`src/hw/rtl/flg_pkg.sv`:
```
// Shared types, constants and helper functions for the stereo flanger.
// No dependencies; the other files in hw/rtl that use it refer to it by scoped names.
`timescale 1ns / 1ps

package flg_pkg;

  // Sine LFO table: quarter wave, SineN + 1 entries
  localparam int SineAw = 8;
  localparam int SineN  = 1 << SineAw;
  localparam longint unsigned HalfPiQ30 = 64'd1686629713;

  // Delay in Q8 samples = floor(num / (1000 * 2^22)); the quotient by 1000 is
  // done as a bias to make it positive, a shift by 3 and a reciprocal of 125.
  localparam logic [33:0] DivBias   = 34'd4194304000;
  localparam logic [30:0] RecipM    = 31'd1099511628;
  localparam int          RecipSh   = 37;
  localparam logic [24:0] DelayBias = 25'd4194304;

  // Configuration register indexes
  localparam int CfgIdxW = 3;
  localparam int CfgDataW = 24;
  localparam logic [CfgIdxW-1:0] CfgEnable     = 3'd0;
  localparam logic [CfgIdxW-1:0] CfgLfoStep    = 3'd1;
  localparam logic [CfgIdxW-1:0] CfgSampleRate = 3'd2;
  localparam logic [CfgIdxW-1:0] CfgDepth      = 3'd3;
  localparam logic [CfgIdxW-1:0] CfgMix        = 3'd4;
  localparam logic [CfgIdxW-1:0] CfgFeedback   = 3'd5;

  typedef struct packed {
    logic               enable;
    logic [23:0]        lfo_step;
    logic [17:0]        sample_rate;
    logic [15:0]        depth;
    logic [15:0]        mix;
    logic signed [15:0] feedback;
  } cfg_t;

  // Controller to datapath strobes
  typedef struct packed {
    logic capture;   // latch the input frame
    logic lfo;       // lfo * depth
    logic ms;        // delay in ms, Q30
    logic num;       // ms * sample_rate
    logic div;       // reciprocal multiply
    logic addr;      // first tap read
    logic rd2;       // second tap read
    logic interp;    // linear interpolation
    logic mix;       // output mix and write-back values
    logic load_out;  // load the output register
    logic commit;    // write lines, advance index and phase
    logic bypass;    // output register takes the dry frame
  } cmd_t;

  function automatic logic [14:0] sine_at(input int unsigned k);
    longint unsigned x;
    longint unsigned term;
    longint unsigned sum;
    longint unsigned v;
    x = (HalfPiQ30 * longint'(k)) / SineN;
    term = x;
    sum = x;
    for (int i = 1; i <= 9; i++) begin
      term = (term * x) >> 30;
      term = (term * x) >> 30;
      case (i)
        1: term = term / 6;
        2: term = term / 20;
        3: term = term / 42;
        4: term = term / 72;
        5: term = term / 110;
        6: term = term / 156;
        7: term = term / 210;
        8: term = term / 272;
        default: term = term / 342;
      endcase
      if ((i & 1) == 1) begin
        sum = (sum >= term) ? sum - term : 64'd0;
      end else begin
        sum = sum + term;
      end
    end
    v = (sum * 64'd32767 + (64'd1 << 29)) >> 30;
    if (v > 64'd32767) begin
      v = 64'd32767;
    end
    return v[14:0];
  endfunction

  function automatic logic signed [15:0] sat16(input logic signed [39:0] v);
    if (v > 40'sd32767) begin
      return 16'sh7fff;
    end else if (v < -40'sd32768) begin
      return 16'sh8000;
    end
    return v[15:0];
  endfunction

endpackage

```
`src/hw/rtl/flg_cfg.sv`:
```
// Configuration register file for the flanger.
// Depends on flg_pkg.
`timescale 1ns / 1ps

module flg_cfg (
  input  logic                          clk,
  input  logic                          rst_n,
  input  logic                          cfg_we,
  input  logic [flg_pkg::CfgIdxW-1:0]   cfg_index,
  input  logic [flg_pkg::CfgDataW-1:0]  cfg_wdata,
  output flg_pkg::cfg_t                 cfg
);

  flg_pkg::cfg_t cfg_r;

  always_ff @(posedge clk) begin
    if (!rst_n) begin
      cfg_r.enable      <= 1'b1;
      cfg_r.lfo_step    <= 24'd175;
      cfg_r.sample_rate <= 18'd48000;
      cfg_r.depth       <= 16'd16384;
      cfg_r.mix         <= 16'd16384;
      cfg_r.feedback    <= 16'sd16384;
    end else if (cfg_we) begin
      unique case (cfg_index)
        flg_pkg::CfgEnable:     cfg_r.enable      <= cfg_wdata[0];
        flg_pkg::CfgLfoStep:    cfg_r.lfo_step    <= cfg_wdata[23:0];
        flg_pkg::CfgSampleRate: cfg_r.sample_rate <= cfg_wdata[17:0];
        flg_pkg::CfgDepth:      cfg_r.depth       <= cfg_wdata[15:0];
        flg_pkg::CfgMix:        cfg_r.mix         <= cfg_wdata[15:0];
        flg_pkg::CfgFeedback:   cfg_r.feedback    <= $signed(cfg_wdata[15:0]);
        default: ; // drop writes to unused indexes
      endcase
    end
  end

  assign cfg = cfg_r;

endmodule

```
`config.mk`:
```
export PLATFORM = sky130hd
export DESIGN_NAME = flg_cfg
export DESIGN_NICKNAME = d
export VERILOG_FILES = /design/src/hw/rtl/flg_pkg.sv /design/src/hw/rtl/flg_cfg.sv
export SDC_FILE = /design/constraint.sdc
export NUM_CORES = 1
export LEC_CHECK = 0
export ABC_AREA = 0
export BUFFER_PORTS_ARGS = -buffer_cell sky130_fd_sc_hd__buf_2
export CAP_MARGIN = 0
export CORE_ASPECT_RATIO = 1.4
export CORE_MARGIN = 8
export CORE_UTILIZATION = 50
export DETAILED_ROUTE_END_ITERATION = 12
export PLACE_DENSITY = 0.8
export REMOVE_ABC_BUFFERS = 1
export SLEW_MARGIN = 20
export SYNTH_ARGS = -nofsm -noshare
export SYNTH_HDL_FRONTEND = slang
export SYNTH_SLANG_ARGS = --single-unit
export TNS_END_PERCENT = 100
```
`constraint.sdc`:
```
create_clock -name clk -period 2.7 [get_ports clk]
set_clock_uncertainty 0.05 [all_clocks]
set_input_delay 0.405 -clock clk [delete_from_list [all_inputs] [get_ports clk]]
set_output_delay 0.405 -clock clk [all_outputs]
set_load 0.01 [all_outputs]
```
* Word-level counts from Yosys, hierarchy flattened
Cells that the tools add are included.
** Operators by class
- Reduce and logical (&&, ||, !) cells :: 7
- Eq/ne operators :: 5
** Operators with widths (count)
- 2-bit AND reduction :: 6
- 3-bit by 2-bit == test with 1-bit output (second input constant) :: 2
- 3-bit == test (second input constant) :: 2
- 3-bit by 1-bit == test with 1-bit output (second input constant) :: 1
- 3-bit zero test :: 1
** Word-level totals
- Word-level logic and storage cells :: 18
- Output and inout bits :: 91
- Register bits :: 91
- Bits of input ports :: 30

* Logic depth before layout (Yosys ltp)
- Depth after elaboration :: 2
- Gate-level depth with buffers :: 4
- Mapped depth without buffers :: 2

* Worst setup path before layout
OpenSTA, ideal clock, no wires.
- Path type :: input-to-reg
- Start :: in cfg_index[2] (netlist bit)
- End :: reg cfg_r (netlist bit cfg[58])
- Path slack :: 1.465 ns
- Cell stages on the path :: 4
- Required time :: 2.578 ns
- Library setup time :: 0.072 ns
- Arrival :: 1.113 ns
- Path through :: and4bb_1 buf_6 buf_12 mux2i_1
** On the way
- Cells in the longest elaborated chain, start to end :: 2
** Ends and longest elaborated chain
- from (decl) :: RTL line flg_cfg.sv:9 : input logic [flg_pkg::CfgIdxW-1:0] cfg_index,
- 3-bit by 2-bit == test with 1-bit output :: RTL line flg_cfg.sv:25 : unique case (cfg_index)
- 2-bit AND reduction (no source line)
- to (decl) :: RTL line flg_cfg.sv:14 : flg_pkg::cfg_t cfg_r;
Every way passes these cells.
A chain may end at the register's enable or synchronous reset.

* Final worst setup path
- Start :: in cfg_index[2] (netlist bit)
- End :: reg cfg_r (netlist bit cfg[77])
** On the way
- Cells in the longest elaborated chain, start to end :: 2
** Ends and longest elaborated chain (RTL line)
- 3-bit by 1-bit == test with 1-bit output :: flg_cfg.sv:25
- 2-bit AND reduction (no source line)
Every way passes these cells.

==> results.py <==
metrics = {
    "outcome": {
        "status": "finished, final reports clean",
    },
    "finish": {
        "largest_reg_flops": 91,
        "drive_above_1_share_pct": 31.5,
        "areaGrowthSynthToFinish_pct": 23.3,
        "final_cell_mix": "buf_2 (119), nand2_1 (98), mux2i_1 (91), dfxtp_1 (91), nor2b_1 (30)",
        "final_common_cell": "buf_2",
        "num_antenna_cells": 0,
        "layout.nets": 486,
        "fillers": 595,
    },
    "power_and_ir_drop": {
        "p_leak_nw": 2.12,
        "powerDensity_mw_per_mm2": 558,
        "vdd_ir_drop_max_uv": 387,
    },
    "global_routing": {
        "grt_max_degree": 58,
        "antenna_found_initial": 0,
        "grt.total_usage_pct": 17.7,
        "grt_first_pass_wirelength_mm": 14.0,
        "overflow": 0,
        "first_global_vias": 2950,
    },
    "route": {
        "drt-initial-drc-count": 105,
        "detail-route-antenna-nets": 0,
        "dr_total_vias": 2721,
        "viasPerCell": 4.89,
        "wl_mm": 8.72,
        "drc": 0,
        "wl_per_cell_um": 15.7,
        "firstDrtPassIters": 4,
    },
    "yosys": {
        "ys_warn_count": 0,
        "netlist_instances": 342,
        "post_synth_fa_ha_maj_area_fraction_pct": 0,
        "synth_top_family_by_area": "multiplexers",
        "synth_compound_area_share_pct": 0,
        "synth.area.top_cells": "dfxtp_1 (52%), mux2i_1 (26%), nand2_1 (10%)",
        "yosysSeqAreaShare_pct": 51.6,
        "synthSimpleGateAreaFrac_pct": 17.8,
        "syn_avg_cell_area_um2": 10.3,
        "yosys.area.top_type_share_pct": 51.6,
        "synthMuxAreaShare_pct": 25.8,
        "synth_xor_area_share_pct": 0,
        "ys_ff_latch": 91,
        "syn_area_mm2": 0.00353,
        "synth.distinct_cells": 15,
        "yosys.area.top_type": "dfxtp_1",
    },
    "clock_network": {
        "cts_hold_buf": 0,
        "cts_resized": 0,
        "clock-sinks": 91,
        "cts_tree": "done",
        "clk_latency_ns": 0.35,
        "h-tree-depth": 3,
        "clock-root-buffer": "clkbuf_8",
        "clock_path_buffers": 2,
        "cts_buffers": 9,
        "post_cts_buffers": 0,
        "clk_pin_slew_worst_paths_ns": 0.08,
    },
    "timing": {
        "post-route-period-util_pct": 50.6,
        "fin_hold_ws_ns": 0.237,
        "worst_pin_slew_ns": 0.524,
        "hold_viol": 0,
        "slew_viol_final": 0,
        "fin_tns_setup_ns": 0,
        "setup_viol": 0,
        "fin_crit_ns": 1.37,
        "rsz0062_at_grt": "false",
        "worst_slew_margin_rel_pct": 65.0,
        "fmax_mhz": 732,
    },
    "floorplanning": {
        "coreArea_mm2": 0.00689,
        "dieArea_mm2": 0.0100,
        "die_w_um": 87.0,
        "ios": 121,
        "dieHeight_um": 115,
        "initial_core_util_pct": 51.2,
        "num_rows": 36,
    },
    "flow_run": {
        "cap_violations": 0,
    },
    "setup_path": {
        "worstSetupEndpointType": "register",
        "critPathKind": "in -> reg",
        "worstRegToRegCells": 2,
        "worstSetupStartpointType": "primary input",
        "path_max_fanout": 14,
        "required_ns": 2.93,
        "arrival_ns": 1.60,
    },
    "min_path": {
        "min_path_cells": 3,
        "hp-class": "in -> reg",
    },
    "placement": {
        "routabilityCongestion": 0.778,
        "hpwl_mm": 6.59,
        "port_buffers": 120,
    },
}
-- worst max-delay path, stage by stage --
cell and delay (ns):
buf_2 0.13, and4bb_2 0.65, buf_12 0.22, mux2i_1 0.19
-- where the power goes --
group          switching (W)  internal [W]  total [W]
Clock               0.000458      0.000382   0.000841
Combinational       0.000114     0.0000848   0.000198
Sequential         0.0000161       0.00137    0.00139
-- kinds of logic after synthesis --
logic type	Yosys count
multiplexers	91
flip-flops	91
AND/OR/NAND/NOR	135
buffers and inverters	25
-- final cells by class --
cell class,count,area [um^2],share of cell area [%]
Tap cell,95,119,2.73
Clock inverter,4,25.0,0.575
Clock buffer,12,155,3.57
Multi-Input combinational cell,226,1540,35.4
Sequential cell,91,1820,41.9
Timing Repair Buffer,128,688,15.8
-- routing by layer --
layer / share of wire, % / vias to the layer above / global-route usage [%]
met3: 6.4 / 18 / 5.94
li1: - / 1352 / -
met4: 2.6 / 0 / 8.42
met1: 39 / 1276 / 17.6
met5: 0 / - / 0
met2: 52 / 75 / 32.1
-- path summary, 6_finish.rpt --
| check | slack (ns) | startpoint | endpoint |
|---|---|---|---|
| max | 1.33 | cfg_index[2] | cfg[77] |
| min | 0.24 | cfg_wdata[20] | cfg[86] |
| max reg2reg | 2.00 | cfg[41] | cfg[41] |
| min reg2reg | 0.41 | cfg[54] | cfg[54] |
-- Yosys cell counts --
master	count
and4b_2	1
and4bb_1	2
buf_1	1
buf_12	1
buf_2	6
buf_4	3
buf_6	5
clkbuf_1	9
dfxtp_1	91
mux2i_1	91
nand2_1	98
nand4b_1	2
nand4bb_1	1
nor2b_1	30
nor4b_1	1
-- metrics by stage --
step	cells	setup slack (ns)	utilization, %	total power, W	instance area [um^2]
final	556	1.33	63.1	0.00243	4350
after global routing	556	1.25	63.1	0.00253	4350
after CTS	556	1.34	63.1	0.00245	4350
after detailed placement	540	0.958	60.5	0.00162	4170
after global placement	540	1.01	60.5	0.00161	4170
after floorplan	317	0.913	-	0.00151	3360
(Power assumes the default switching activity.)
