$ cat config.mk
export PLATFORM = sky130hd
export DESIGN_NAME = flg_ctrl
export DESIGN_NICKNAME = d
export VERILOG_FILES = /design/src/hw/rtl/flg_pkg.sv /design/src/hw/rtl/flg_ctrl.sv
export SDC_FILE = /design/constraint.sdc
export NUM_CORES = 1
export LEC_CHECK = 0
export BUFFER_PORTS_ARGS = -buffer_cell sky130_fd_sc_hd__buf_4
export CELL_PAD_IN_SITES_DETAIL_PLACEMENT = 2
export CELL_PAD_IN_SITES_GLOBAL_PLACEMENT = 2
export CORE_ASPECT_RATIO = 1.4
export CORE_MARGIN = 2
export CORE_UTILIZATION = 31
export CTS_CLUSTER_SIZE = 28
export DETAILED_ROUTE_END_ITERATION = 10
export PLACE_DENSITY = 0.91
export SYNTH_ARGS = -nofsm -noshare
export SYNTH_HDL_FRONTEND = slang
export SYNTH_SLANG_ARGS = --single-unit
$ cat constraint.sdc
create_clock -name clk -period 3.6 [get_ports clk]
set_clock_uncertainty 0.15 [all_clocks]
set_input_delay 0.72 -clock clk [delete_from_list [all_inputs] [get_ports clk]]
set_output_delay 0.72 -clock clk [all_outputs]
set_load 0.02 [all_outputs]
$ cat src/hw/rtl/flg_pkg.sv
// Shared types, constants and helper functions for the stereo flanger.
// No dependencies; the other files in hw/rtl that use it refer to it by scoped names.
`timescale 1ns / 1ps

package flg_pkg;

  // Sine LFO table: quarter wave, SineN + 1 entries
  localparam int SineAw = 8;
  localparam int SineN  = 1 << SineAw;
  localparam longint unsigned HalfPiQ30 = 64'd1686629713;

  // Delay in Q8 samples = floor(num / (1000 * 2^22)); the quotient by 1000 is
  // done as a bias to make it positive, a shift by 3 and a reciprocal of 125.
  localparam logic [33:0] DivBias   = 34'd4194304000;
  localparam logic [30:0] RecipM    = 31'd1099511628;
  localparam int          RecipSh   = 37;
  localparam logic [24:0] DelayBias = 25'd4194304;

  // Configuration register indexes
  localparam int CfgIdxW = 3;
  localparam int CfgDataW = 24;
  localparam logic [CfgIdxW-1:0] CfgEnable     = 3'd0;
  localparam logic [CfgIdxW-1:0] CfgLfoStep    = 3'd1;
  localparam logic [CfgIdxW-1:0] CfgSampleRate = 3'd2;
  localparam logic [CfgIdxW-1:0] CfgDepth      = 3'd3;
  localparam logic [CfgIdxW-1:0] CfgMix        = 3'd4;
  localparam logic [CfgIdxW-1:0] CfgFeedback   = 3'd5;

  typedef struct packed {
    logic               enable;
    logic [23:0]        lfo_step;
    logic [17:0]        sample_rate;
    logic [15:0]        depth;
    logic [15:0]        mix;
    logic signed [15:0] feedback;
  } cfg_t;

  // Controller to datapath strobes
  typedef struct packed {
    logic capture;   // latch the input frame
    logic lfo;       // lfo * depth
    logic ms;        // delay in ms, Q30
    logic num;       // ms * sample_rate
    logic div;       // reciprocal multiply
    logic addr;      // first tap read
    logic rd2;       // second tap read
    logic interp;    // linear interpolation
    logic mix;       // output mix and write-back values
    logic load_out;  // load the output register
    logic commit;    // write lines, advance index and phase
    logic bypass;    // output register takes the dry frame
  } cmd_t;

  function automatic logic [14:0] sine_at(input int unsigned k);
    longint unsigned x;
    longint unsigned term;
    longint unsigned sum;
    longint unsigned v;
    x = (HalfPiQ30 * longint'(k)) / SineN;
    term = x;
    sum = x;
    for (int i = 1; i <= 9; i++) begin
      term = (term * x) >> 30;
      term = (term * x) >> 30;
      case (i)
        1: term = term / 6;
        2: term = term / 20;
        3: term = term / 42;
        4: term = term / 72;
        5: term = term / 110;
        6: term = term / 156;
        7: term = term / 210;
        8: term = term / 272;
        default: term = term / 342;
      endcase
      if ((i & 1) == 1) begin
        sum = (sum >= term) ? sum - term : 64'd0;
      end else begin
        sum = sum + term;
      end
    end
    v = (sum * 64'd32767 + (64'd1 << 29)) >> 30;
    if (v > 64'd32767) begin
      v = 64'd32767;
    end
    return v[14:0];
  endfunction

  function automatic logic signed [15:0] sat16(input logic signed [39:0] v);
    if (v > 40'sd32767) begin
      return 16'sh7fff;
    end else if (v < -40'sd32768) begin
      return 16'sh8000;
    end
    return v[15:0];
  endfunction

endpackage

$ cat src/hw/rtl/flg_ctrl.sv
// Sequencing state machine for the flanger: handshakes and datapath strobes.
// Depends on flg_pkg.
`timescale 1ns / 1ps

module flg_ctrl (
  input  logic          clk,
  input  logic          rst_n,
  input  logic          enable,
  input  logic          in_valid,
  output logic          in_ready,
  output logic          out_valid,
  input  logic          out_ready,
  output flg_pkg::cmd_t cmd
);

  typedef enum logic [9:0] {
    ST_IDLE   = 10'b0000000001,
    ST_LFO    = 10'b0000000010,
    ST_MS     = 10'b0000000100,
    ST_NUM    = 10'b0000001000,
    ST_DIV    = 10'b0000010000,
    ST_ADDR   = 10'b0000100000,
    ST_RD2    = 10'b0001000000,
    ST_INTERP = 10'b0010000000,
    ST_MIX    = 10'b0100000000,
    ST_DONE   = 10'b1000000000
  } state_t;

  state_t state_r, state_nxt;
  logic   bypass_r, bypass_nxt;
  logic   out_valid_r, out_valid_nxt;
  logic   out_free;

  assign in_ready = (state_r == ST_IDLE);
  assign out_free = !out_valid_r || out_ready;

  always_comb begin
    state_nxt  = state_r;
    bypass_nxt = bypass_r;
    cmd        = '0;
    unique case (state_r)
      ST_IDLE: begin
        if (in_valid) begin
          cmd.capture = 1'b1;
          bypass_nxt  = !enable;
          state_nxt   = enable ? ST_LFO : ST_DONE;
        end
      end
      ST_LFO:    begin cmd.lfo    = 1'b1; state_nxt = ST_MS;     end
      ST_MS:     begin cmd.ms     = 1'b1; state_nxt = ST_NUM;    end
      ST_NUM:    begin cmd.num    = 1'b1; state_nxt = ST_DIV;    end
      ST_DIV:    begin cmd.div    = 1'b1; state_nxt = ST_ADDR;   end
      ST_ADDR:   begin cmd.addr   = 1'b1; state_nxt = ST_RD2;    end
      ST_RD2:    begin cmd.rd2    = 1'b1; state_nxt = ST_INTERP; end
      ST_INTERP: begin cmd.interp = 1'b1; state_nxt = ST_MIX;    end
      ST_MIX:    begin cmd.mix    = 1'b1; state_nxt = ST_DONE;   end
      ST_DONE: begin
        // hold until the output register can take the frame
        if (out_free) begin
          cmd.load_out = 1'b1;
          cmd.bypass   = bypass_r;
          cmd.commit   = !bypass_r;
          state_nxt    = ST_IDLE;
        end
      end
      default: state_nxt = ST_IDLE;
    endcase
  end

  always_comb begin
    out_valid_nxt = out_valid_r;
    if (cmd.load_out) begin
      out_valid_nxt = 1'b1;
    end else if (out_ready) begin
      out_valid_nxt = 1'b0;
    end
  end

  always_ff @(posedge clk) begin
    if (!rst_n) begin
      state_r     <= ST_IDLE;
      bypass_r    <= 1'b0;
      out_valid_r <= 1'b0;
    end else begin
      state_r     <= state_nxt;
      bypass_r    <= bypass_nxt;
      out_valid_r <= out_valid_nxt;
    end
  end

  assign out_valid = out_valid_r;

endmodule

==> Word-level counts from Yosys, hierarchy flattened <==
Index checks and enable logic that the tools add are counted.
{ "word_totals": {"mem_bits_ro": 0, "memories": 0, "latch_bits": 0, "inputBits": 5, "reg_bits": 12, "elab_cells": 40, "output_inout_bits": 14, "mem_bits_rw": 0} }
{ "op_classes": {"n_mul": 0, "addsub": 0, "bitwise": 0, "magnitude_cmp": 0, "reduce_logical": 7, "div_mod_pow": 0, "n_mux": 18, "shifts": 0, "eq_ne": 12} }
{ "op_table": {"columns": ["op", "count"], "rows": [
  ["$pmux 10 s10", 1],
  ["$mux 10", 3],
  ["$mux 1", 12],
  ["$eq 10x1->1 const B", 1],
  ["$eq 10x10->1 const B", 1],
  ["$eq 10x2->1 const B", 1],
  ["$eq 10x3->1 const B", 1],
  ["$eq 10x4->1 const B", 1],
  ["$eq 10x5->1 const B", 1],
  ["$eq 10x6->1 const B", 1],
  ["$eq 10x7->1 const B", 1],
  ["$eq 10x8->1 const B", 1],
  ["$eq 10x9->1 const B", 1],
  ["$mux 3", 2],
  ["$ne 2x2->1 const B", 2],
  ["$reduce_and 2->1", 2],
  ["$logic_not 1->1", 3],
  ["$reduce_bool 2->1", 1],
  ["$logic_or 1x1->1", 1]
]} }

==> Depth between registers and ports, before layout <==
{ "depth": {"ltp_word": 5, "mapped_depth": 5} }

==> Least setup slack after synthesis <==
Ideal clock, no wire load.
{ "synth_timing": {"kind": "reg-to-output", "from": "register state_r[6]", "to": "output cmd[11] in the netlist's numbering", "stages_incl_launch_ff": 5, "slack_ns": 1.134, "arrival_time_ns": 1.596, "path_cell_list": "dfxtp_1 buf_6 or4_4 nor3_4 and2_1"} }
{ "synth_rtl": {"columns": ["item", "line", "rtl"], "rows": [
  ["start: declaration", "flg_ctrl.sv:29", "state_t state_r, state_nxt;"],
  ["start signal: assignment", "flg_ctrl.sv:85", "state_r <= state_nxt;"],
  ["end: declaration", "flg_ctrl.sv:13", "output flg_pkg::cmd_t cmd"]
]} }

==> impl_metrics.env <==
export IMPL_fin_setup_tns_ns=0
export IMPL_finalNetCount=105
export IMPL_slew_violations=0
export IMPL_totalWireLength_mm=2.13
export IMPL_synth_enable_flop_cells=0
export IMPL_tritoncts="yes"
export IMPL_cts_setup_buffers=0
export IMPL_detailed_routing_iteration_count_for_the_pre_antenna_repair_pass=4
export IMPL_clock_latency_ns=0.28
export IMPL_detailedRoute_firstIterationViolations=6
export IMPL_result_of_the_run="completed"
export IMPL_grt_antenna_before_repair=0
export IMPL_endpoint_kind="output port"
export IMPL_static_leakage_power_nw=0.389
export IMPL_synth_area_um2=696
export IMPL_max_cap_violations=0
export IMPL_dieHeight_um=60.1
export IMPL_cts_root_buf="sky130_fd_sc_hd__clkbuf_4"
export IMPL_worstHoldEndpoint="out_valid"
export IMPL_worst_ep_arrival_time_ns=2.10
export IMPL_synth_seq_area_share_pct=34.5
export IMPL_critical_path_class="reg -> out"
export IMPL_regToRegEndpoint="state_r[8]"
export IMPL_dieWidth_um=44.0
export IMPL_most_common_cell_after_layout_fill_and_taps_aside="sky130_fd_sc_hd__buf_4"
export IMPL_cts_root_to_sink_buffers=2
export IMPL_fin_hold_ws_ns=0.382
export IMPL_layout_drive_gt1_share_pct=26.3
export IMPL_mappedNetlistNets=85
export IMPL_layout_cell_area_non_filler_um2=872
export IMPL_synth_async_sr_flop_share_pct=0
export IMPL_rsz_0062_raised_after_global_routing="no"
export IMPL_overflow=0
export IMPL_core_area_um2=2150
export IMPL_grt_pass1_wl_mm=3.44
export IMPL_wl_per_cell_um=17.6
export IMPL_timing_critical_path_from_type="flop"
export IMPL_syn_avg_cell_area_um2=8.70
export IMPL_area_delta_synth_final_pct=25.4
export IMPL_synth_seq_cells=12
export IMPL_insertedDiodeCount=0
export IMPL_report_final_hold_viol_count=0
export IMPL_placed_area_um2=836
export IMPL_tritoncts_num_sinks=12
export IMPL_register_area_um2=240
export IMPL_start_point_of_the_worst_hold_path="out_valid"
export IMPL_timing_reg2reg_setup_slack_ns=1.61
export IMPL_grt_start_max_net_pins=10
export IMPL_period_minus_slack_ns=2.97
export IMPL_start_util_pct=32.3
export IMPL_multiInputGateArea_um2=418
export IMPL_placement_io_buffers=18
export IMPL_postSynth_topFlopCell="sky130_fd_sc_hd__dfxtp_1"
export IMPL_timing_critical_path_required_ns=2.73
export IMPL_ys_warn_count=0
export IMPL_detailroute_via_count=705
export IMPL_ctsHtreeMaxLevel=1
export IMPL_power_density_cell_area_nw_per_um2=429
export IMPL_last_weighted_congestion_value_of_the_routability_driven_placer=0.777
export IMPL_cts_clk_slew_worst_paths_ns=0.09
export IMPL_dieArea_um2=2640
export IMPL_grt_usage_pct=17.9
export IMPL_clock_fmax_ghz=0.336
export IMPL_hold_path_cell_count=2
export IMPL_critical_path_reg2reg_startpoint="state_r[9]"
export IMPL_row_count=20
export IMPL_filler_cell_count=252
export IMPL_length_in_cells_of_the_worst_reg_to_reg_path=4
export IMPL_post_synth_inst_count=80
export IMPL_utilization_after_layout_pct=40.5
export IMPL_tightest_slew_ns=0.749
export IMPL_worstHoldPathType="reg -> reg"
export IMPL_via_count_of_the_first_global_routing_pass=734
export IMPL_vdd_drop_max_v=0.000210
export IMPL_post_route_period_util_pct=82.6
export IMPL_count_of_unique_library_cells_instantiated_by_yosys=34
export IMPL_post_dp_hpwl_mm=1.56
export IMPL_ioPinCount=19
export IMPL_numCtsBuffers=3
export IMPL_vias_per_cell=5.83
export IMPL_finalSetupViolCount=0
export IMPL_final_antenna_net_count=0
export IMPL_total_power_uw=375
export IMPL_most_common_layout_cells="sky130_fd_sc_hd__buf_4, sky130_fd_sc_hd__dfxtp_1, sky130_fd_sc_hd__nor2_1, sky130_fd_sc_hd__nand3_1"
export IMPL_cts_repair_resize_count=0
export IMPL_drt_drc_violations_left=0
export IMPL_cts_hold_fix_buffers=0
export IMPL_max_slew_margin_pct=49.6
export IMPL_crit_fanout=6
-- report_power, final --
part           switching [mW]  total [mW]  internal [mW]  leakage (nW)
combinational          0.0656       0.110         0.0448         0.271
clock                  0.0517       0.113         0.0615        0.0210
sequential             0.0104       0.151          0.141        0.0974
-- state kept, by name (all words and copies together) (netlist names) --
register	flops
bypass_r	1
out_valid	1
state_r	10
-- worst max-delay path by stage --
| stage | endpoint | from | cells past startpoint |
|---|---|---|---|
| CTS | cmd[1] | state_r[6] | 5 |
| floorplan | cmd[11] | state_r[6] | 4 |
| finish | cmd[4] | state_r[9] | 4 |
| global route | cmd[4] | state_r[8] | 4 |
| detailed placement | cmd[4] | state_r[9] | 4 |
| global placement | cmd[4] | state_r[9] | 4 |
-- metal layers --
layer	track usage [%]	part of all wire (%)
met2	34.0	55
met1	18.0	39
met4	8.66	2.2
met3	3.63	3.7
met5	0	0
-- worst max-delay path, stage by stage, from the launching register on --
cell and delay [ns]:
sky130_fd_sc_hd__dfxtp_1 0.37, sky130_fd_sc_hd__nor4_1 0.69, sky130_fd_sc_hd__nand3_1 0.26, sky130_fd_sc_hd__nor3b_1 0.31
sky130_fd_sc_hd__buf_4 0.19
-- cells in the mapped netlist (2+ instances only) --
| library cell | n | area share (%) |
|---|---|---|
| sky130_fd_sc_hd__nor4_1 | 3 | 2.7 |
| sky130_fd_sc_hd__nand3_1 | 6 | 4.3 |
| sky130_fd_sc_hd__nor2_1 | 9 | 4.9 |
| sky130_fd_sc_hd__nor3b_1 | 3 | 3.2 |
| sky130_fd_sc_hd__and2_1 | 4 | 3.6 |
| sky130_fd_sc_hd__nor2b_1 | 3 | 2.7 |
| sky130_fd_sc_hd__inv_1 | 4 | 2.2 |
| sky130_fd_sc_hd__or4_4 | 2 | 3.2 |
| sky130_fd_sc_hd__dfxtp_1 | 12 | 35 |
| sky130_fd_sc_hd__and3_1 | 4 | 3.6 |
| sky130_fd_sc_hd__nor4b_1 | 3 | 3.8 |
| sky130_fd_sc_hd__nand2b_1 | 3 | 2.7 |
| sky130_fd_sc_hd__nand2_1 | 3 | 1.6 |
-- layout make-up --
type / count / area share [%]
inverters: 4 / 1.72
multi-input cells: 61 / 47.9
clock buffers: 4 / 4.16
repair buffers: 18 / 15.5
flip-flops and latches: 12 / 27.5
well taps: 22 / 3.16
-- kinds of logic after synthesis --
family	synth area share, %
AO/OA/AOI/OAI	13.1
XOR/XNOR	2.52
buffers and inverters	5.39
flip-flops	34.5
AND/OR/NAND/NOR	44.4
-- stage by stage --
stage / std cells / setup slack (ns)
2_1_floorplan: 80 / 1.13
6_report: 121 / 0.625
5_1_grt: 121 / 0.455
3_3_place_gp: 117 / 1.08
4_1_cts: 121 / 0.671
3_5_place_dp: 117 / 1.03
No activity file was read; power rests on OpenSTA's default activity.
